$ cat config.mk
export PLATFORM = sky130hd
export DESIGN_NAME = sfs_dp
export DESIGN_NICKNAME = d
export VERILOG_FILES = /design/src/rtl/sfs_pkg.sv /design/src/rtl/sfs_dp.sv
export SDC_FILE = /design/constraint.sdc
export NUM_CORES = 2
export LEC_CHECK = 0
export BUFFER_PORTS_ARGS = -buffer_cell sky130_fd_sc_hd__buf_2
export CORE_ASPECT_RATIO = 0.9
export CORE_MARGIN = 2
export CORE_UTILIZATION = 30
export CTS_CLUSTER_DIAMETER = 40
export DETAILED_ROUTE_END_ITERATION = 8
export PLACE_DENSITY = 0.45
export SLEW_MARGIN = 40
export SYNTH_ARGS = -nofsm -noshare
export SYNTH_HDL_FRONTEND = slang
export SYNTH_SLANG_ARGS = --single-unit
export TNS_END_PERCENT = 30
$ cat constraint.sdc
create_clock -name clk -period 11.3 [get_ports clk]
set_clock_uncertainty 0.15 [all_clocks]
set_input_delay 0.565 -clock clk [delete_from_list [all_inputs] [get_ports clk]]
set_output_delay 0.565 -clock clk [all_outputs]
set_load 0.05 [all_outputs]
$ cat src/rtl/sfs_pkg.sv
// sfs_pkg: shared types, codes and constants for the staggered fermion stencil.
// Used by every module under rtl except sfs_ram; depends on nothing.
package sfs_pkg;

	// Default lattice extent
	localparam int LATTICE_T_DEF = 64;
	localparam int LATTICE_X_DEF = 64;

	// Field widths
	localparam int IDX_W   = 6;
	localparam int PSI_W   = 32;
	localparam int EXP_W   = 31;
	localparam int ENTRY_W = PSI_W + 3;   // psi, occupied, time eta, space eta
	localparam int CIDX_W  = 3;

	// Entry layout in the site store
	localparam int E_OCC   = PSI_W;
	localparam int E_ETA_T = PSI_W + 1;
	localparam int E_ETA_X = PSI_W + 2;

	// Arithmetic widths: one rounded term, and the sum of five of them
	localparam int PROD_W = 64;
	localparam int TERM_W = 40;
	localparam int ACC_W  = 42;

	// 1.0 in Q8.24
	localparam logic [PSI_W-1:0] Q_ONE = 32'h0100_0000;

	// Result queue depth
	localparam int RQ_DEPTH = 4;

	// Commands
	localparam logic CMD_LOAD    = 1'b0;
	localparam logic CMD_COMPUTE = 1'b1;

	// Configuration register indexes
	typedef enum logic [CIDX_W-1:0] {
		REG_MASS         = 3'd0,
		REG_EXP_FORWARD  = 3'd1,
		REG_EXP_BACKWARD = 3'd2,
		REG_TRANSPOSE    = 3'd3,
		REG_ANTIPERIODIC = 3'd4
	} reg_idx_t;

	// Read phase of a compute item: centre then the four neighbours
	typedef enum logic [4:0] {
		PH_CENTRE = 5'b00001,
		PH_T_UP   = 5'b00010,
		PH_T_DN   = 5'b00100,
		PH_X_UP   = 5'b01000,
		PH_X_DN   = 5'b10000
	} phase_t;

	// Configuration as seen by the sequencer
	typedef struct packed {
		logic [PSI_W-1:0] mass;
		logic [EXP_W-1:0] exp_forward;
		logic [EXP_W-1:0] exp_backward;
		logic             transpose;
		logic             antiperiodic;
	} cfg_t;

	// Per-read tag travelling alongside the memory read
	typedef struct packed {
		logic             centre;
		logic             last;
		logic             axis_t;
		logic             neg_base;
		logic [PSI_W-1:0] weight;
	} tag_t;

endpackage

$ cat src/rtl/sfs_dp.sv
// sfs_dp: multiply, round, sign and accumulate the five terms of a compute item,
// then saturate. Takes read data in the cycle after issue. Depends on sfs_pkg.
module sfs_dp (
	input  logic                        clk,
	input  logic                        arst_n,
	input  logic                        iss_valid,
	input  sfs_pkg::tag_t               iss_tag,
	input  logic [sfs_pkg::ENTRY_W-1:0] rd_data,
	output logic                        res_valid,
	output logic [sfs_pkg::PSI_W-1:0]   res_chi,
	output logic                        res_sat
);

	localparam int PW = sfs_pkg::PSI_W;
	localparam logic signed [sfs_pkg::ACC_W-1:0] CHI_MAX =
		{{(sfs_pkg::ACC_W-PW){1'b0}}, 1'b0, {(PW-1){1'b1}}};
	localparam logic signed [sfs_pkg::ACC_W-1:0] CHI_MIN =
		{{(sfs_pkg::ACC_W-PW){1'b1}}, 1'b1, {(PW-1){1'b0}}};
	localparam logic signed [sfs_pkg::PROD_W-1:0] RND_MASS = 64'sd8388608;
	localparam logic signed [sfs_pkg::PROD_W-1:0] RND_HOP  = 64'sd16777216;

	// s1: read data arrives
	logic           v_s1;
	sfs_pkg::tag_t  tag_s1;
	logic [1:0]     eta_q;
	logic           cen_occ_q;
	logic signed [PW-1:0] psi_m, weight_m;
	logic           neg_m;
	logic           occ_rd;

	// s2: product
	logic           v_s2, centre_s2, last_s2, neg_s2;
	logic signed [sfs_pkg::PROD_W-1:0] prod_s2;
	logic signed [sfs_pkg::PROD_W-1:0] rnd;
	logic signed [sfs_pkg::TERM_W-1:0] term;

	// s3: signed term
	logic           v_s3, centre_s3, last_s3;
	logic signed [sfs_pkg::TERM_W-1:0] term_s3;
	logic signed [sfs_pkg::ACC_W-1:0]  term_ext, acc_q, sum;

	// s4: full sum
	logic           v_s4;
	logic signed [sfs_pkg::ACC_W-1:0]  sum_s4;

	always_ff @(posedge clk or negedge arst_n) begin
		if (!arst_n) begin
			v_s1 <= 1'b0;
			v_s2 <= 1'b0;
			v_s3 <= 1'b0;
			v_s4 <= 1'b0;
		end else begin
			v_s1 <= iss_valid;
			v_s2 <= v_s1;
			v_s3 <= v_s2;
			v_s4 <= v_s3 && last_s3;
		end
	end

	always_ff @(posedge clk) begin
		tag_s1 <= iss_tag;
	end

	// Centre entry: keep its phases and occupancy for the neighbour reads
	assign occ_rd = rd_data[sfs_pkg::E_OCC];

	always_ff @(posedge clk) begin
		if (v_s1 && tag_s1.centre) begin
			eta_q     <= {rd_data[sfs_pkg::E_ETA_X], rd_data[sfs_pkg::E_ETA_T]};
			cen_occ_q <= occ_rd;
		end
	end

	// Operand selection. An occupied centre passes psi through as psi * 1.0;
	// occupied neighbours, and all neighbours of an occupied centre, add nothing.
	always_comb begin
		if (tag_s1.centre) begin
			psi_m    = rd_data[PW-1:0];
			weight_m = occ_rd ? sfs_pkg::Q_ONE : tag_s1.weight;
			neg_m    = 1'b0;
		end else begin
			psi_m    = (occ_rd || cen_occ_q) ? '0 : rd_data[PW-1:0];
			weight_m = tag_s1.weight;
			neg_m    = tag_s1.neg_base ^ (tag_s1.axis_t ? eta_q[0] : eta_q[1]);
		end
	end

	always_ff @(posedge clk) begin
		prod_s2   <= weight_m * psi_m;
		centre_s2 <= tag_s1.centre;
		last_s2   <= tag_s1.last;
		neg_s2    <= neg_m;
	end

	// Round half up: mass term by 2^-24, hops by 0.5 * 2^-24
	always_comb begin
		if (centre_s2) begin
			rnd = (prod_s2 + RND_MASS) >>> 24;
		end else begin
			rnd = (prod_s2 + RND_HOP) >>> 25;
		end
		term = rnd[sfs_pkg::TERM_W-1:0];
		if (neg_s2) begin
			term = -term;
		end
	end

	always_ff @(posedge clk) begin
		term_s3   <= term;
		centre_s3 <= centre_s2;
		last_s3   <= last_s2;
	end

	// Accumulate; the centre term opens a new sum
	assign term_ext = {{(sfs_pkg::ACC_W-sfs_pkg::TERM_W){term_s3[sfs_pkg::TERM_W-1]}}, term_s3};
	assign sum      = acc_q + term_ext;

	always_ff @(posedge clk) begin
		if (v_s3) begin
			acc_q <= centre_s3 ? term_ext : sum;
		end
		if (v_s3 && last_s3) begin
			sum_s4 <= sum;
		end
	end

	// Saturate to 32 bits
	always_comb begin
		res_valid = v_s4;
		res_sat   = 1'b0;
		res_chi   = sum_s4[PW-1:0];
		if (sum_s4 > CHI_MAX) begin
			res_chi = CHI_MAX[PW-1:0];
			res_sat = 1'b1;
		end else if (sum_s4 < CHI_MIN) begin
			res_chi = CHI_MIN[PW-1:0];
			res_sat = 1'b1;
		end
	end

endmodule

==> impl_metrics.py <==
metrics = {
    "status": {
        "status": "complete, no violations",
    },
    "clocking": {
        "htree_levels": 2,
        "clk_pin_slew_ps": 60,
        "cts_tree": "built",
        "clk_path_buf_depth": 3,
        "clock-root-buffer": "clkbuf_16",
        "post-cts-setup-buffers": 0,
        "cts_inserted_buffers": 45,
        "cts_sinks": 213,
        "clkLatencyLatePin_ps": 680,
        "ctsResizeCount": 0,
        "postCtsHoldBufs": 40,
    },
    "die": {
        "rows": 136,
        "die-area_um2": 157000,
        "ioPinCount": 108,
        "coreArea_um2": 153000,
        "fp.dieH_um": 376,
        "chipWidth_um": 418,
        "start_util_pct": 30.2,
    },
    "yosys": {
        "seq_area_frac_synth_pct": 11.2,
        "postSynthAreaPerCell_um2": 9.19,
        "async_flop_share_pct": 1.88,
        "ys_top_cells_by_area": "fa_1 (47%), inv_1 (8.2%), ha_1 (6.1%)",
        "synthFlopType": "dfxtp_1",
        "ys_types": 73,
        "yosysWarnings": 0,
        "syn-num-nets": 6408,
        "syn-cell-area_um2": 46200,
        "synth-edff-count": 87,
        "synth_top_cell_area_share_pct": 46.9,
        "synth_top_area_cell": "fa_1",
        "synth_cells": 5028,
        "ys_seq_elements": 213,
    },
    "final_layout": {
        "fin_cells": 7116,
        "n_fill_cell": 16000,
        "seqCellArea_um2": 5160,
        "antennaDiodeCount": 0,
        "drive_above_1_share_pct": 7.92,
        "fin_nets": 6460,
        "multi_input_area_um2": 36400,
        "final_core_util_pct": 33.5,
        "syn_to_final_growth_pct": 10.8,
    },
    "placement": {
        "dpl.cell_count": 6994,
        "numPortBuffers": 107,
        "dp_hpwl_um": 136000,
        "gp_congestion": 0.934,
    },
    "detailed_routing": {
        "wire_per_inst_um": 23.2,
        "route.detailed.drc": 0,
        "dr_total_vias": 34700,
        "ant_nets": 0,
        "vias_per_cell": 4.88,
        "postRouteWirelength_um": 165000,
        "drtIter0Drc": 2639,
        "first_pass_iters": 5,
    },
    "global_routing": {
        "grt_usage_pct": 21.5,
        "first_global_vias": 37200,
        "grt_pass1_wl_um": 248000,
        "grt_max_degree": 51,
        "overflow": 0,
        "antenna_found_initial": 1,
    },
    "critical_path": {
        "cp_slowest_cell": "and2_1",
        "cp-start-kind": "flop",
        "cp-end-kind": "flop",
        "reg2reg_slack_ps": 1130,
        "slowest_delay_ps": 730,
        "critPathKind": "reg -> reg",
        "critPathArrivalTime_ps": 10570,
        "cp.required_ps": 11700,
        "cp_max_fo": 29,
        "critPathMostFrequentCell": "fa_1",
    },
    "timing": {
        "tns_ps": 0,
        "tightest_slew_ps": 890,
        "final.min_clock_period_ps": 10170,
        "fmax_mhz": 98.4,
        "fin_hold_ws_ps": 141,
        "rsz0062_at_grt": "no",
        "post-route-period-util_pct": 90.0,
        "relSlewSlack_pct": 40.5,
        "drv_slew": 0,
        "setup_viol": 0,
        "hold_viol": 0,
    },
    "flow_run": {
        "maxCapViolCount": 0,
    },
    "min_path": {
        "hold_path.class": "in -> async",
    },
}
-- path summary, 6_finish.rpt --
kind | end | start | cells past startpoint
setup / recovery | prod_s2[56] | cen_occ_q | 28
hold / removal | res_valid | arst_n | 2
setup reg to reg | prod_s2[56] | cen_occ_q | 28
max in group asynchronous | v_s3 | arst_n | 2
hold reg to reg | last_s2 | tag_s1[34] | 0
min in group clk | last_s2 | tag_s1[34] | 0
-- cell usage after synthesis, drive strengths merged, types with 7 or more instances --
cell,n
mux2i,21
xor2,66
edfxtp,87
o21ai,82
a211oi,16
and2,68
o21a,9
nand2,643
nand3,56
a21oi,105
o21bai,13
o31ai,16
nor2b,10
a21o,102
mux2,42
and3,18
or3,22
buf,32
clkbuf,225
nor2,604
a21boi,7
fa,1082
or4,10
or2,8
nand4,47
nand2b,10
nor3,38
inv,1005
and4,13
xnor2,121
a31oi,18
dfxtp,122
nor4,15
ha,224
-- cells in the final DEF (no fill, tap or decap), types with 17 or more instances in the layout --
cell type / n
fa_1: 1082
inv_1: 1005
nand2_1: 627
nor2_1: 604
ha_1: 224
xnor2_1: 121
dfxtp_1: 120
buf_4: 110
buf_2: 107
a21oi_1: 105
a21o_1: 102
edfxtp_1: 87
o21ai_0: 73
xor2_1: 66
nand3_1: 56
and2_1: 53
nand4_1: 47
clkbuf_16: 45
mux2_2: 42
dlygate4sd3_1: 40
nor3_1: 37
mux2i_1: 21
or3_1: 20
and3_1: 18
a31oi_1: 17
-- area by class of cell --
| cell class | count | area share [%] |
|---|---|---|
| multi-input combinational | 3552 | 71.0 |
| sequential | 213 | 10.1 |
| inverter | 1006 | 7.38 |
| tap | 2001 | 4.89 |
| timing repair buffer | 262 | 3.64 |
| clock buffer | 53 | 2.30 |
| clock inverter | 29 | 0.679 |
-- sequential cells by signal (all words and copies together) (netlist names), 2 cells and up --
name and count:
acc_q 42, sum_s4 42, prod_s2 41, term_s3 40, tag_s1 36, eta_q 2
-- metrics by stage --
step | setup WS, ps | area, µm²
6_report | 1130 | 51200
5_1_grt | 653 | 51200
4_1_cts | 937 | 51200
3_5_place_dp | 706 | 49300
3_3_place_gp | 583 | 49200
2_1_floorplan | 2390 | 46200
-- logic make-up after synthesis --
kind of cell	share of synthesized area, %
flops	11.2
xor+xnor	3.55
mux	1.48
simple gates	14.6
compound gates	5.94
buf+inv	10.3
fa+ha+maj	53.0
-- critical path, delay by kind of cell, from the launching register on --
kind,cells,cell delay [ps]
simple gates,4,1390
fa+ha+maj,9,4300
compound gates,7,2590
buf+inv,7,950
xor+xnor,1,140
flops,1,540
-- routing by layer --
| metal | part of all wire [%] | vias to the layer above | global-route usage (%) |
|---|---|---|---|
| met5 | 0 | - | 0 |
| met4 | 3.7 | 0 | 7.06 |
| met3 | 8.7 | 227 | 5.11 |
| met2 | 43 | 1283 | 32.8 |
| met1 | 45 | 17900 | 29.8 |
| li1 | - | 15300 | - |
Power is not shown: default switching activity piles up to over one toggle a cycle in this logic, so the estimate is an artifact.
