==> config.mk <==
export PLATFORM = sky130hd
export DESIGN_NAME = sfs_seq
export DESIGN_NICKNAME = d
export VERILOG_FILES = /design/src/rtl/sfs_pkg.sv /design/src/rtl/sfs_seq.sv
export SDC_FILE = /design/constraint.sdc
export NUM_CORES = 1
export LEC_CHECK = 0
export BUFFER_PORTS_ARGS = -buffer_cell sky130_fd_sc_hd__buf_2
export CAP_MARGIN = 20
export CORE_AREA = 5 5 94 114
export CTS_CLUSTER_DIAMETER = 120
export DETAILED_ROUTE_END_ITERATION = 16
export DIE_AREA = 0 0 99 119
export PLACE_DENSITY_LB_ADDON = 0.05
export SYNTH_ARGS = -nofsm -noshare
export SYNTH_HDL_FRONTEND = slang
export SYNTH_SLANG_ARGS = --single-unit
==> constraint.sdc <==
create_clock -name clk -period 1.6 [get_ports clk]
set_input_delay 0.16 -clock clk [delete_from_list [all_inputs] [get_ports clk]]
set_output_delay 0.16 -clock clk [all_outputs]
set_load 0.05 [all_outputs]
==> src/rtl/sfs_pkg.sv <==
// sfs_pkg: shared types, codes and constants for the staggered fermion stencil.
// Used by every module under rtl except sfs_ram; depends on nothing.
package sfs_pkg;

	// Default lattice extent
	localparam int LATTICE_T_DEF = 64;
	localparam int LATTICE_X_DEF = 64;

	// Field widths
	localparam int IDX_W   = 6;
	localparam int PSI_W   = 32;
	localparam int EXP_W   = 31;
	localparam int ENTRY_W = PSI_W + 3;   // psi, occupied, time eta, space eta
	localparam int CIDX_W  = 3;

	// Entry layout in the site store
	localparam int E_OCC   = PSI_W;
	localparam int E_ETA_T = PSI_W + 1;
	localparam int E_ETA_X = PSI_W + 2;

	// Arithmetic widths: one rounded term, and the sum of five of them
	localparam int PROD_W = 64;
	localparam int TERM_W = 40;
	localparam int ACC_W  = 42;

	// 1.0 in Q8.24
	localparam logic [PSI_W-1:0] Q_ONE = 32'h0100_0000;

	// Result queue depth
	localparam int RQ_DEPTH = 4;

	// Commands
	localparam logic CMD_LOAD    = 1'b0;
	localparam logic CMD_COMPUTE = 1'b1;

	// Configuration register indexes
	typedef enum logic [CIDX_W-1:0] {
		REG_MASS         = 3'd0,
		REG_EXP_FORWARD  = 3'd1,
		REG_EXP_BACKWARD = 3'd2,
		REG_TRANSPOSE    = 3'd3,
		REG_ANTIPERIODIC = 3'd4
	} reg_idx_t;

	// Read phase of a compute item: centre then the four neighbours
	typedef enum logic [4:0] {
		PH_CENTRE = 5'b00001,
		PH_T_UP   = 5'b00010,
		PH_T_DN   = 5'b00100,
		PH_X_UP   = 5'b01000,
		PH_X_DN   = 5'b10000
	} phase_t;

	// Configuration as seen by the sequencer
	typedef struct packed {
		logic [PSI_W-1:0] mass;
		logic [EXP_W-1:0] exp_forward;
		logic [EXP_W-1:0] exp_backward;
		logic             transpose;
		logic             antiperiodic;
	} cfg_t;

	// Per-read tag travelling alongside the memory read
	typedef struct packed {
		logic             centre;
		logic             last;
		logic             axis_t;
		logic             neg_base;
		logic [PSI_W-1:0] weight;
	} tag_t;

endpackage

==> src/rtl/sfs_seq.sv <==
// sfs_seq: takes items, writes loads to the site store and issues the five reads
// of a compute item with a tag per read. Depends on sfs_pkg.
module sfs_seq #(
	parameter int LATTICE_T = sfs_pkg::LATTICE_T_DEF,
	parameter int LATTICE_X = sfs_pkg::LATTICE_X_DEF
) (
	input  logic                                   clk,
	input  logic                                   arst_n,
	input  logic                                   take,
	output logic                                   front_ready,
	input  logic                                   cmd,
	input  logic [sfs_pkg::IDX_W-1:0]              time_index,
	input  logic [sfs_pkg::IDX_W-1:0]              space_index,
	input  logic [sfs_pkg::PSI_W-1:0]              psi_value,
	input  logic                                   occupied,
	input  logic                                   time_sign,
	input  logic                                   space_sign,
	input  sfs_pkg::cfg_t                          cfg,
	output logic                                   mem_we,
	output logic                                   mem_re,
	output logic [$clog2(LATTICE_T*LATTICE_X)-1:0] mem_addr,
	output logic [sfs_pkg::ENTRY_W-1:0]            mem_wdata,
	output logic                                   iss_valid,
	output sfs_pkg::tag_t                          iss_tag
);

	localparam int TW    = $clog2(LATTICE_T);
	localparam int XW    = $clog2(LATTICE_X);
	localparam int AW    = $clog2(LATTICE_T * LATTICE_X);
	localparam int IDX_N = 1 << sfs_pkg::IDX_W;
	localparam logic [TW-1:0] T_LAST = TW'(LATTICE_T - 1);
	localparam logic [XW-1:0] X_LAST = XW'(LATTICE_X - 1);
	localparam logic [AW-1:0] X_ROW  = AW'(LATTICE_X);

	// Coordinate reduction tables, worked out at elaboration
	logic [TW-1:0] t_tab [IDX_N];
	logic [XW-1:0] x_tab [IDX_N];

	for (genvar i = 0; i < IDX_N; i++) begin : g_tab
		localparam int TM = i % LATTICE_T;
		localparam int XM = i % LATTICE_X;
		assign t_tab[i] = TW'(TM);
		assign x_tab[i] = XW'(XM);
	end

	logic                     busy_q;
	logic                     cmd_q;
	sfs_pkg::phase_t          phase_q;
	sfs_pkg::phase_t          phase_nxt;
	logic [TW-1:0]            t_q;
	logic [XW-1:0]            x_q;
	logic [sfs_pkg::PSI_W-1:0] psi_q;
	logic                     occ_q;
	logic [1:0]               ph_q;

	logic                     item_done;
	logic [TW-1:0]            t_up, t_dn, row;
	logic [XW-1:0]            x_up, x_dn, col;
	logic                     wrap_tu, wrap_td, wrap_xu, wrap_xd;

	assign item_done   = busy_q && ((cmd_q == sfs_pkg::CMD_LOAD) || (phase_q == sfs_pkg::PH_X_DN));
	assign front_ready = !busy_q || item_done;

	// Control: busy flag and read phase
	always_ff @(posedge clk or negedge arst_n) begin
		if (!arst_n) begin
			busy_q  <= 1'b0;
			phase_q <= sfs_pkg::PH_CENTRE;
		end else if (take) begin
			busy_q  <= 1'b1;
			phase_q <= sfs_pkg::PH_CENTRE;
		end else if (item_done) begin
			busy_q  <= 1'b0;
		end else if (busy_q) begin
			phase_q <= phase_nxt;
		end
	end

	// Item payload
	always_ff @(posedge clk) begin
		if (take) begin
			cmd_q <= cmd;
			t_q   <= t_tab[time_index];
			x_q   <= x_tab[space_index];
			psi_q <= psi_value;
			occ_q <= occupied;
			ph_q  <= {space_sign, time_sign};
		end
	end

	always_comb begin
		unique case (phase_q)
			sfs_pkg::PH_CENTRE: phase_nxt = sfs_pkg::PH_T_UP;
			sfs_pkg::PH_T_UP:   phase_nxt = sfs_pkg::PH_T_DN;
			sfs_pkg::PH_T_DN:   phase_nxt = sfs_pkg::PH_X_UP;
			sfs_pkg::PH_X_UP:   phase_nxt = sfs_pkg::PH_X_DN;
			default:            phase_nxt = sfs_pkg::PH_CENTRE;
		endcase
	end

	// Periodic neighbours and wrap marks
	assign wrap_tu = (t_q == T_LAST);
	assign wrap_td = (t_q == '0);
	assign wrap_xu = (x_q == X_LAST);
	assign wrap_xd = (x_q == '0);
	assign t_up    = wrap_tu ? '0 : TW'(t_q + TW'(1));
	assign t_dn    = wrap_td ? T_LAST : TW'(t_q - TW'(1));
	assign x_up    = wrap_xu ? '0 : XW'(x_q + XW'(1));
	assign x_dn    = wrap_xd ? X_LAST : XW'(x_q - XW'(1));

	// Per-phase address, weight and base sign (negative when set)
	always_comb begin
		iss_tag.centre = (phase_q == sfs_pkg::PH_CENTRE);
		iss_tag.last   = (phase_q == sfs_pkg::PH_X_DN);
		iss_tag.axis_t = 1'b0;
		unique case (phase_q)
			sfs_pkg::PH_CENTRE: begin
				row              = t_q;
				col              = x_q;
				iss_tag.neg_base = 1'b0;
				iss_tag.weight   = cfg.mass;
			end
			sfs_pkg::PH_T_UP: begin
				row              = t_up;
				col              = x_q;
				iss_tag.axis_t   = 1'b1;
				iss_tag.neg_base = cfg.transpose ^ (cfg.antiperiodic & wrap_tu);
				iss_tag.weight   = {1'b0, cfg.transpose ? cfg.exp_backward : cfg.exp_forward};
			end
			sfs_pkg::PH_T_DN: begin
				row              = t_dn;
				col              = x_q;
				iss_tag.axis_t   = 1'b1;
				iss_tag.neg_base = ~cfg.transpose ^ (cfg.antiperiodic & wrap_td);
				iss_tag.weight   = {1'b0, cfg.transpose ? cfg.exp_forward : cfg.exp_backward};
			end
			sfs_pkg::PH_X_UP: begin
				row              = t_q;
				col              = x_up;
				iss_tag.neg_base = cfg.transpose ^ (cfg.antiperiodic & wrap_xu);
				iss_tag.weight   = sfs_pkg::Q_ONE;
			end
			default: begin
				row              = t_q;
				col              = x_dn;
				iss_tag.neg_base = ~cfg.transpose ^ (cfg.antiperiodic & wrap_xd);
				iss_tag.weight   = sfs_pkg::Q_ONE;
			end
		endcase
	end

	// Store access: site = t * LATTICE_X + x
	assign mem_addr  = AW'(AW'(row) * X_ROW) + AW'(col);
	assign mem_we    = busy_q && (cmd_q == sfs_pkg::CMD_LOAD);
	assign mem_re    = busy_q && (cmd_q == sfs_pkg::CMD_COMPUTE);
	assign mem_wdata = {ph_q, occ_q, psi_q};
	assign iss_valid = mem_re;

endmodule

==> impl_metrics.toml <==
[floorplanning]
die_w_um = 99
rows = 39
coreArea_um2 = 9420
die_h_um = 119
die-area_um2 = 11800
num_io_pins = 234
initial_core_util = 0.381

[clock_tree]
tritoncts = "built"
cts_buffers = 5
clk_pin_slew_worst_paths_ns = 0.07
root_buffer = "clkbuf_16"
clk_latency_ns = 0.29
htree_levels = 2
cts_sinks = 54
cts.path.max_buffers = 2

[critical_path]
worst_setup_path_start_kind = "register"
crit_chain = "nor3_4, and3b_4, buf_12, a22oi_1, a21oi_1, a21o_2, buf_6"
r2r_slack_ns = -0.42
reg2reg_to = "phase_q[4]"
cp_slowest_stage_delay_ns = 0.42
ff2ff_path_depth = 10
cp_max_fo = 21
slowest_stage = "dfrtp_1"
critical_path.endpoint_type = "output port"
worst_ep_required_time_ns = 1.44
crit_arrival_ns = 2.11
critPathKind = "reg -> out"
r2r_start = "phase_q[1]"

[global_routing]
grt_max_degree = 35
grt_pass1_wl_mm = 20.8
grt_overflow_total = 0
grt_pass1_vias = 4328
track_usage = 0.215
grt_antenna_before_repair = 0

[detailed_routing]
ant_nets = 0
drtIter0Drc = 207
drc = 0
drt-wirelength-per-cell_um = 19.0
dr_total_vias = 4415
wirelength_mm = 15.2
viasPerCell = 5.55
dr.pass1.iters = 4

[timing]
finalClockSkew_ns = 0.00120
hold_viol_final = 0
maxSlewHeadroom = 0.691
layout_setup_ws_ns = -0.673
setup_violations = 54
rsz0062_at_grt = "yes"
fin_crit_ns = 2.27
max_freq_mhz = 440
fin_setup_tns_ns = -30.60
worstMarginPinSlew_ns = 0.464
finalMaxSlewViolations = 0
fin_crit_sh = 1.42

[final_layout]
area_growth_pct = 104
diodes = 0
multi_input_area_um2 = 2570
nFillCells = 592
layout-drive-gt1-share = 0.741
seqCellArea_um2 = 1590
fin_nets = 825
utilization = 0.775
fin_cells = 796

[synth]
postSynthCellCount = 355
synth_top_area_share = 0.402
ys_seq_area_frac = 0.444
synth_top_family_by_area = "compound AO/OA/AOI/OAI gates"
ys_top_cells_by_area = "edfxtp_1 40%, a221oi_1 7.3%, a22oi_1 6.7%, a21o_1 6.1%, a21oi_1 5.3%"
avgSynthCellArea_um2 = 10.1
synthSimpleGateAreaFrac = 0.108
syn_area_um2 = 3590
synth_edf_count = 48
synthMuxAreaShare = 0.0146
ys_types = 52
synth_top_area_cell = "edfxtp_1"
ys_warn_count = 0
synth-async-reset-ratio = 0.111
ys.flop_type = "edfxtp_1"
synth_compound_gate_area_share = 0.340
synth_fa_ha_area_frac = 0.0209
synth-xor-area-share = 0.00488
synth_nets = 508
synth_seq_cells = 54

[run]
drv_cap = 0

[power_and_ir_drop]
power.leakage_nw = 3.25
power.density_nw_per_um2 = 794
ir_drop_v = 0.00115
power.total_mw = 5.80

[placement]
port_buffers = 233
hpwl_mm = 9.52
dp_cells = 747
gp_congestion = 0.901

[hold_path]
hold_end = "psi_q[3]"
hold_depth = 1
min_from = "psi_value[3]"
hp-class = "in -> reg"

[status]
failed_checks = "setup timing"
status = "finished with violations"
==> where the power goes <==
group	switching [mW]	total (mW)	internal (mW)
clock network	0.502	1.10	0.599
logic	1.74	3.00	1.26
registers	0.0437	1.70	1.66
==> sequential cells by signal, summed over array words and instances, names as in the netlist <==
signal / cells
busy_q: 1
phase_q: 5
ph_q: 2
x_q: 6
occ_q: 1
cmd_q: 1
t_q: 6
psi_q: 32
==> cells in the mapped netlist (all sizes together), types with 5 or more instances <==
| cell | count |
|---|---|
| nand3 | 9 |
| nand2 | 23 |
| a21oi | 38 |
| clkbuf | 13 |
| a21o | 29 |
| edfxtp | 48 |
| nor3 | 5 |
| ha | 6 |
| buf | 22 |
| o21ai | 12 |
| nor2 | 18 |
| and3 | 6 |
| a221oi | 31 |
| a22oi | 32 |
| dfrtp | 5 |
| inv | 10 |
==> per-layer routing <==
| metal | up-vias | routed length, um | GRT usage |
|---|---|---|---|
| met5 | - | 0 | 0 |
| met4 | 0 | 368 | 0.0751 |
| met3 | 24 | 1350 | 0.0520 |
| met2 | 232 | 8150 | 0.408 |
| met1 | 2092 | 5290 | 0.227 |
| li1 | 2067 | - | - |
==> worst max-delay path, delay by kind of cell (launching register included) <==
kind	cells	cell delay, ns
DFF	1	0.42
buffers and inverters	2	0.36
and+or+nand+nor	2	0.62
AOI/OAI and AO/OA	3	0.41
==> worst max-delay path by stage <==
stage / start / endpoint / slack, ns / cells after the start
after floorplan: phase_q[2] / iss_tag[32] / -0.39 / 9
after global placement: t_q[0] / iss_tag[32] / -0.49 / 7
after detailed placement: t_q[0] / iss_tag[32] / -0.52 / 7
after CTS: phase_q[0] / iss_tag[10] / -0.68 / 7
after global routing: phase_q[2] / iss_tag[28] / -0.76 / 7
final: phase_q[2] / iss_tag[28] / -0.67 / 7
==> repair_timing <==
action,in CTS,in global routing
buffers inserted,14,19
endpoints found under the hold margin,6,0
pin swaps,25,38
resized for setup,165,97
hold buffers,1,0
gates cloned,4,8
setup endpoints to repair,54,55
==> metrics by stage <==
stage	worst slack [ns]	instance area [um2]	hold slack, ns
final	-0.673	7300	0.0345
after global routing	-0.759	7300	0.0173
after CTS	-0.675	6590	0.0240
after detailed placement	-0.521	5610	-0.00506
after global placement	-0.487	5610	-0.0121
after floorplan	-0.393	3900	-0.136
==> cell usage in the layout (no fill, tap or decap), types with 9 or more instances in the layout <==
master,count
buf_6,50
buf_12,12
buf_4,65
inv_1,9
nand2_1,14
buf_2,184
a21oi_1,28
a22oi_1,18
buf_8,24
a22oi_2,14
clkbuf_16,10
a21o_2,29
a21oi_2,9
a221oi_2,21
nor2_1,12
edfxtp_1,48
==> final cells by class <==
type                       instances  share of cell area
clock inverter                     3             0.00394
clock buffer                       5              0.0171
timing repair buffer             344               0.382
multi-input combinational        257               0.352
tap                              123              0.0211
inverter                          10             0.00548
sequential                        54               0.218
==> logic make-up (layout without fill, tap and decap cells) <==
group | count (synthesis) | in the layout
buffers and inverters | 45 | 362
and+or+nand+nor | 74 | 75
xor gates and xnor gates | 2 | 2
AOI/OAI and AO/OA | 169 | 169
DFF | 54 | 54
adders and majority gates | 6 | 6
muxes | 5 | 5
(Power assumes the default switching activity.)
