<file path="config.mk">
export PLATFORM = sky130hd
export DESIGN_NAME = sfs_resq
export DESIGN_NICKNAME = d
export VERILOG_FILES = /design/src/rtl/sfs_pkg.sv /design/src/rtl/sfs_resq.sv
export SDC_FILE = /design/constraint.sdc
export NUM_CORES = 1
export LEC_CHECK = 0
export ABC_AREA = 1
export BUFFER_PORTS_ARGS = -buffer_cell sky130_fd_sc_hd__buf_2
export CAP_MARGIN = 10
export CORE_MARGIN = 4
export CORE_UTILIZATION = 25
export CTS_CLUSTER_SIZE = 14
export DETAILED_ROUTE_END_ITERATION = 12
export GPL_TIMING_DRIVEN = 1
export PLACE_DENSITY = 0.41
export SKIP_LAST_GASP = 1
export SYNTH_ARGS = -nofsm -noshare
export SYNTH_HDL_FRONTEND = slang
export SYNTH_SLANG_ARGS = --single-unit
</file>
<file path="constraint.sdc">
create_clock -name clk -period 2.5 [get_ports clk]
set_clock_uncertainty 0.1 [all_clocks]
set_input_delay 0.25 -clock clk [delete_from_list [all_inputs] [get_ports clk]]
set_output_delay 0.25 -clock clk [all_outputs]
set_load 0.01 [all_outputs]
</file>
<file path="src/rtl/sfs_pkg.sv">
// sfs_pkg: shared types, codes and constants for the staggered fermion stencil.
// Used by every module under rtl except sfs_ram; depends on nothing.
package sfs_pkg;

	// Default lattice extent
	localparam int LATTICE_T_DEF = 64;
	localparam int LATTICE_X_DEF = 64;

	// Field widths
	localparam int IDX_W   = 6;
	localparam int PSI_W   = 32;
	localparam int EXP_W   = 31;
	localparam int ENTRY_W = PSI_W + 3;   // psi, occupied, time eta, space eta
	localparam int CIDX_W  = 3;

	// Entry layout in the site store
	localparam int E_OCC   = PSI_W;
	localparam int E_ETA_T = PSI_W + 1;
	localparam int E_ETA_X = PSI_W + 2;

	// Arithmetic widths: one rounded term, and the sum of five of them
	localparam int PROD_W = 64;
	localparam int TERM_W = 40;
	localparam int ACC_W  = 42;

	// 1.0 in Q8.24
	localparam logic [PSI_W-1:0] Q_ONE = 32'h0100_0000;

	// Result queue depth
	localparam int RQ_DEPTH = 4;

	// Commands
	localparam logic CMD_LOAD    = 1'b0;
	localparam logic CMD_COMPUTE = 1'b1;

	// Configuration register indexes
	typedef enum logic [CIDX_W-1:0] {
		REG_MASS         = 3'd0,
		REG_EXP_FORWARD  = 3'd1,
		REG_EXP_BACKWARD = 3'd2,
		REG_TRANSPOSE    = 3'd3,
		REG_ANTIPERIODIC = 3'd4
	} reg_idx_t;

	// Read phase of a compute item: centre then the four neighbours
	typedef enum logic [4:0] {
		PH_CENTRE = 5'b00001,
		PH_T_UP   = 5'b00010,
		PH_T_DN   = 5'b00100,
		PH_X_UP   = 5'b01000,
		PH_X_DN   = 5'b10000
	} phase_t;

	// Configuration as seen by the sequencer
	typedef struct packed {
		logic [PSI_W-1:0] mass;
		logic [EXP_W-1:0] exp_forward;
		logic [EXP_W-1:0] exp_backward;
		logic             transpose;
		logic             antiperiodic;
	} cfg_t;

	// Per-read tag travelling alongside the memory read
	typedef struct packed {
		logic             centre;
		logic             last;
		logic             axis_t;
		logic             neg_base;
		logic [PSI_W-1:0] weight;
	} tag_t;

endpackage

</file>
<file path="src/rtl/sfs_resq.sv">
// sfs_resq: result queue in front of the output channel, with a credit count that
// bounds compute items in flight to the queue depth. Depends on sfs_pkg.
module sfs_resq (
	input  logic                      clk,
	input  logic                      arst_n,
	input  logic                      take_compute,
	output logic                      space,
	input  logic                      push,
	input  logic [sfs_pkg::PSI_W-1:0] push_chi,
	input  logic                      push_sat,
	output logic                      out_valid,
	input  logic                      out_ready,
	output logic [sfs_pkg::PSI_W-1:0] chi_value,
	output logic                      saturated
);

	localparam int DEPTH = sfs_pkg::RQ_DEPTH;
	localparam int PTR_W = $clog2(DEPTH);
	localparam int CNT_W = $clog2(DEPTH + 1);

	logic [sfs_pkg::PSI_W:0] fifo_q [DEPTH];
	logic [PTR_W-1:0]        wr_ptr_q, rd_ptr_q;
	logic [CNT_W-1:0]        cnt_q, credit_q;
	logic                    pop;

	assign pop       = out_valid && out_ready;
	assign out_valid = (cnt_q != '0);
	assign space     = (credit_q < CNT_W'(DEPTH));
	assign chi_value = fifo_q[rd_ptr_q][sfs_pkg::PSI_W-1:0];
	assign saturated = fifo_q[rd_ptr_q][sfs_pkg::PSI_W];

	// Pointers, fill and credit counts
	always_ff @(posedge clk or negedge arst_n) begin
		if (!arst_n) begin
			wr_ptr_q <= '0;
			rd_ptr_q <= '0;
			cnt_q    <= '0;
			credit_q <= '0;
		end else begin
			if (push) begin
				wr_ptr_q <= PTR_W'(wr_ptr_q + PTR_W'(1));
			end
			if (pop) begin
				rd_ptr_q <= PTR_W'(rd_ptr_q + PTR_W'(1));
			end
			unique case ({push, pop})
				2'b10:   cnt_q <= CNT_W'(cnt_q + CNT_W'(1));
				2'b01:   cnt_q <= CNT_W'(cnt_q - CNT_W'(1));
				default: cnt_q <= cnt_q;
			endcase
			unique case ({take_compute, pop})
				2'b10:   credit_q <= CNT_W'(credit_q + CNT_W'(1));
				2'b01:   credit_q <= CNT_W'(credit_q - CNT_W'(1));
				default: credit_q <= credit_q;
			endcase
		end
	end

	always_ff @(posedge clk) begin
		if (push) begin
			fifo_q[wr_ptr_q] <= {push_sat, push_chi};
		end
	end

endmodule

</file>
==> results of run 1 <==
==> area by class of cell <==
class	instances	share of cell area [%]
repair buffers	118	11.3
well taps	313	5.19
clock buffers	18	5.69
flip-flops and latches	142	55.9
multi-input cells	208	15.2
clock inverters	14	2.24
inverters	90	4.51
==> worst max path at each step <==
stage	start	endpoint	slack (ps)	cells past startpoint
finish	rd_ptr_q[0]$_DFFE_PN0N_	chi_value[9]	240	6
global route	rd_ptr_q[0]$_DFFE_PN0N_	chi_value[9]	60	6
CTS	rd_ptr_q[0]$_DFFE_PN0N_	chi_value[9]	190	6
detailed placement	cnt_q[0]$_DFFE_PN0P_	cnt_q[2]$_DFFE_PN0P_	630	11
global placement	cnt_q[0]$_DFFE_PN0P_	credit_q[2]$_DFFE_PN0P_	670	11
floorplan	wr_ptr_q[0]$_DFFE_PN0P_	fifo_q[2][0]$_DFFE_PP_	690	4
==> timing repair <==
item	4_1_cts	5_1_grt
endpoints found under the hold margin	142	0
setup buffers	0	0
resized for setup	0	0
hold buffers	34	0
==> state kept, by name, summed over array words and instances, names as in the netlist <==
signal    cells
rd_ptr_q      2
credit_q      3
fifo_q      132
wr_ptr_q      2
cnt_q         3
==> critical path, cell delays in order, from the launching register on <==
cell and delay (ps):
dfrtp_1 420, inv_4 310, buf_12 300, nand2_1 90, o211ai_1 100, nand2_1 100, buf_2 150
==> power by group through the flow <==
stage | Sequential (W) | Clock (W) | Combinational (W)
finish | 0.00327 | 0.00252 | 0.00283
global route | 0.00331 | 0.00271 | 0.00324
CTS | 0.00327 | 0.00260 | 0.00296
detailed placement | 0.00332 | 0 | 0.00291
global placement | 0.00331 | 0 | 0.00288
floorplan | 0.00329 | 0 | 0.00186
==> routing by layer <==
layer	up-vias	GRT usage, %	part of all wire [%]
li1	1814	-	-
met1	1752	11.9	46
met2	55	16.6	49
met3	7	3.18	4.2
met4	0	3.37	1.0
met5	-	0	0
==> per-stage QoR <==
step                      cell area [µm²]  utilization, %  std cells  power [W]  hold slack (ps)
final                                7540            33.0        903    0.00862             38.3
after detailed placement             6600            28.9        837    0.00623             27.3
after CTS                            7540            33.0        903    0.00883             16.6
after global placement               6600            28.9        837    0.00619             30.1
after floorplan                      5850               -        462    0.00515             -146
after global routing                 7540            33.0        903    0.00925             26.3
==> synthesized netlist by cell type (all sizes together) <==
| master | number |
|---|---|
| ha | 6 |
| clkinv | 7 |
| edfxtp | 132 |
| fa | 2 |
| nand2 | 121 |
| o21ai | 3 |
| nand4 | 2 |
| clkbuf | 5 |
| xor2 | 1 |
| inv | 83 |
| buf | 17 |
| nand3 | 5 |
| o211ai | 66 |
| xnor2 | 2 |
| dfrtp | 10 |
==> kinds of logic (layout without fill, tap and decap cells) <==
| group | after synthesis | after routing | share of synthesized area (%) |
|---|---|---|---|
| flip-flops | 142 | 142 | 72.1 |
| AND/OR/NAND/NOR | 128 | 128 | 8.41 |
| buffers and inverters | 112 | 240 | 8.39 |
| AO/OA/AOI/OAI | 69 | 69 | 8.73 |
| adder cells (fa/ha/maj) | 8 | 8 | 1.97 |
| XOR/XNOR | 3 | 3 | 0.449 |
==> flow_summary.yaml, run 1 <==
sta:
  slew_viol_final: 0
  tns_ps: 0
  fin_crit_ps: 2260
  fmax_ghz: 0.442
  rsz0062_at_grt: "false"
  relSlewSlack_pct: 65.5
  finalCritPeriodShare_pct: 90.5
  finalSetupViolations: 0
  worst_slack_ps: 239
  hold_viol_final: 0
  tightest_slew_ps: 516
placement:
  pre_cts_slack_ps: 631
  dp_hpwl_um: 7660
  gp_congestion: 0.690
  io_buffers: 72
cts:
  clockBufferDepth: 2
  clk_latency_ps: 410
  cts_inserted_buffers: 17
  cts_tree: "yes"
  cts-root-buf: "clkbuf_16"
  ctsHtreeMaxLevel: 4
  clk_pin_slew_ps: 50
  cts_sinks: 142
route:
  drc: 0
  num_vias: 3628
  drtPass1Iterations: 4
  via_per_inst: 4.02
  drt_iter0_drc: 124
  postRouteAntennaNets: 0
  drt_wl_total_um: 12300
  avgRoutedWirePerCell_um: 13.6
worst_setup_path:
  worstPathMaxFanout: 61
  crit_path_start_kind: "register"
  rr_worst_depth: 8
  rr_endpoint: "cnt_q[1]$_DFFE_PN0P_"
  r2r_slack_ps: 620
  cp.required_ps: 2150
  crit_type: "register to primary output"
  arrival_ps: 1910
  end_kind: "primary output"
  r2r-start: "cnt_q[1]$_DFFE_PN0P_"
synth:
  syn_inst: 462
  yosysUniqueCellTypes: 19
  synth_area_um2: 5850
  syn_nets: 508
  synth_area_leaders: "edfxtp_1 (68%), o211ai_1 (8.5%), nand2_1 (7.8%)"
  synth_top_cell_by_area: "edfxtp_1"
  ys_seq_area_share_pct: 72.1
  synth_top_area_share_pct: 67.8
  ys_seq_elements: 142
  syn_area_per_cell_um2: 12.7
  ys_warn_count: 0
global_route:
  grt_antenna_before_repair: 0
  grt_overflow: 0
  grt_pass1_vias: 3613
  grt_max_degree: 62
  gr-usage-all-layers_pct: 9.83
  grt_pass1_wl_um: 19500
hold_path:
  worstHoldPathCells: 3
  hp-class: "input port to register"
  hold_path_end: "rd_ptr_q[0]$_DFFE_PN0N_"
  worstHoldStart: "out_ready"
die:
  pin_count: 73
  placementRows: 55
  initial_core_util_pct: 25.6
  die_y_um: 161
  coreArea_um2: 22800
  die_area_um2: 25900
  die_x_um: 161
finish:
  antennaDiodeCount: 0
  final_common_cell: "edfxtp_1"
  layout_common_cells: "edfxtp_1 (132), nand2_1 (121), inv_1 (72), buf_2 (72), o211ai_1 (66)"
  layout.nets: 623
  syn2layout_area_growth_pct: 29.0
  layout-drive-gt1-share_pct: 21.0
  regArea_um2: 4220
  fillers: 2336
  multi_input_area_um2: 1140
power_and_ir_drop:
  cell_internal_pwr_w: 0.00571
  p_sw_w: 0.00290
  sw_frac_of_total_pct: 33.7
  pwr-share-seq_pct: 37.9
  pwr-share-comb_pct: 32.9
  p_clk_share_pct: 29.2
  powerDensity_nw_per_um2: 1140
  ir_worst_vdd_mv: 0.493
  cellLeakagePower_nw: 3.06
outcome:
  status: "finished clean"
job:
  drv_cap: 0
No activity file was read; power rests on OpenSTA's default activity.
==> run 2, diff against run 1 <==
--- a/config.mk
+++ b/config.mk
@@ -8,6 +8,7 @@
 export ABC_AREA = 1
 export BUFFER_PORTS_ARGS = -buffer_cell sky130_fd_sc_hd__buf_2
 export CAP_MARGIN = 10
+export CORE_ASPECT_RATIO = 2
 export CORE_MARGIN = 4
 export CORE_UTILIZATION = 25
 export CTS_CLUSTER_SIZE = 14
==> run 2 against run 1 <==
Compared with the run above:
- final area shrank 0.55%
- core utilization is 0.17 points lower
- clock power down 3%
- clock-buffer cell count is 3 higher
- via count shrank 0.96%
- critical path type unchanged
- largest power group unchanged
- highest routed layer unchanged
==> flow_summary.yaml, run 2 (same netlist as run 1, synthesis figures left out) <==
hold_path:
  worstHoldStart: "push"
  worstHoldPathCells: 2
  hold_path_end: "wr_ptr_q[0]$_DFFE_PN0P_"
  hp-class: "input port to register"
sta:
  fmax_ghz: 0.441
  relSlewSlack_pct: 60.1
  finalSetupViolations: 0
  tightest_slew_ps: 598
  hold_viol_final: 0
  slew_viol_final: 0
  tns_ps: 0
  finalCritPeriodShare_pct: 90.6
  rsz0062_at_grt: "false"
  fin_crit_ps: 2270
worst_setup_path:
  rr_worst_depth: 11
  path_buf_inv: 3
  cp.required_ps: 2150
  crit_path_start_kind: "register"
  rr_endpoint: "credit_q[2]$_DFFE_PN0P_"
  r2r-start: "cnt_q[1]$_DFFE_PN0P_"
  worstPathMaxFanout: 48
  end_kind: "primary output"
  r2r_slack_ps: 580
  slowest_delay_ps: 420
  startpoint: "rd_ptr_q[0]$_DFFE_PN0N_"
  cpMaxStageDelayCell: "dfrtp_1"
  crit_type: "register to primary output"
  cp_common_cell: "nand2_1"
  arrival_ps: 1920
  crit_chain: "inv_4, buf_4, nand2_1, o211ai_1, nand2_1, buf_2"
  path_delay_family: "buffers and inverters"
finish:
  fin_area_um2: 7500
  top_register: "fifo_q"
  reg_top3: "fifo_q x132, cnt_q x3, credit_q x3"
  layout-drive-gt1-share_pct: 20.9
  fin_cells: 868
  syn2layout_area_growth_pct: 28.3
  layout.nets: 621
  layout_common_cells: "edfxtp_1 (132), nand2_1 (121), inv_1 (72), buf_2 (72), o211ai_1 (66)"
  antennaDiodeCount: 0
  largest_reg_flops: 132
  final_common_cell: "edfxtp_1"
die:
  coreArea_um2: 22800
  pin_count: 73
  initial_core_util_pct: 25.6
  die_x_um: 116
  die_y_um: 224
  die_area_um2: 26100
  placementRows: 78
route:
  drt_iter0_drc: 101
  postRouteAntennaNets: 0
  avgRoutedWirePerCell_um: 14.9
  num_vias: 3593
  drc: 0
  drtPass1Iterations: 4
  via_per_inst: 4.14
  drt_wl_total_um: 12900
global_route:
  grt_max_degree: 49
  grt_pass1_vias: 3783
  grt_pass1_wl_um: 20500
  gr-usage-all-layers_pct: 10.7
  grt_antenna_before_repair: 0
  grt_overflow: 0
power_and_ir_drop:
  powerDensity_nw_per_um2: 1150
  cellLeakagePower_nw: 3.06
  ir_worst_vdd_mv: 0.533
cts:
  clk_latency_ps: 410
  cts-root-buf: "clkbuf_16"
  clk_pin_slew_ps: 60
  ctsHtreeMaxLevel: 4
  cts_inserted_buffers: 17
  cts_tree: "yes"
  clockBufferDepth: 2
  cts_sinks: 142
  cts_setup_buffers: 0
  ctsResizeCount: 0
  holdBufCountCts: 35
job:
  drv_cap: 0
placement:
  io_buffers: 72
  dp_hpwl_um: 8470
  dp_cells: 801
  gp_congestion: 0.703
  placed_area_um2: 6570
outcome:
  status: "finished clean"
[run 2: cell type report]
type	instances	area, µm²
fill	2290	15300
clock buffer	21	470
tap	280	350
multi-input combinational	208	1140
clock inverter	11	115
inverter	90	340
sequential	142	4220
timing repair buffer	116	866
[run 2: where the power goes]
group / leakage (nW) / switching [W] / internal [W] / total (W)
clock network: 0.282 / 0.000913 / 0.00154 / 0.00245
registers: 1.33 / 0.000139 / 0.00313 / 0.00327
logic: 1.44 / 0.00186 / 0.00103 / 0.00289
total: 3.06 / 0.00292 / 0.00570 / 0.00861
[run 2: worst reg2reg max path, cell delays in order, from the launching register on]
cell,delay (ps)
dfrtp_1,350
inv_1,70
nand3_1,180
nand2_1,100
inv_1,90
ha_1,170
inv_1,70
fa_1,380
inv_1,80
nand2_1,70
nand4_1,80
nand2_1,60
[run 2: worst max-delay path by stage]
stage / slack, ps / cells after the start / to
floorplan: 690 / 4 / fifo_q[2][0]$_DFFE_PP_
global placement: 630 / 11 / credit_q[2]$_DFFE_PN0P_
detailed placement: 560 / 11 / credit_q[2]$_DFFE_PN0P_
CTS: 170 / 6 / chi_value[3]
global route: 10 / 6 / chi_value[10]
finish: 230 / 6 / chi_value[13]
[run 2: per-stage QoR]
stage | hold slack [ps] | setup WS [ps] | total power [W] | util [%]
3_3_place_gp | 27.2 | 634 | 0.00624 | 28.7
3_5_place_dp | 33.5 | 562 | 0.00631 | 28.7
2_1_floorplan | -146 | 686 | 0.00515 | -
5_1_grt | 30.6 | 13.1 | 0.00924 | 32.8
4_1_cts | 5.55 | 170 | 0.00883 | 32.8
6_report | 28.7 | 235 | 0.00861 | 32.8
[run 2: per-layer routing]
layer | track usage [%] | wire length (µm) | vias up
met1 | 10.7 | 4760 | 1715
met2 | 20.0 | 7340 | 56
li1 | - | - | 1804
met3 | 2.67 | 419 | 18
met4 | 5.43 | 377 | 0
met5 | 0 | 0 | -
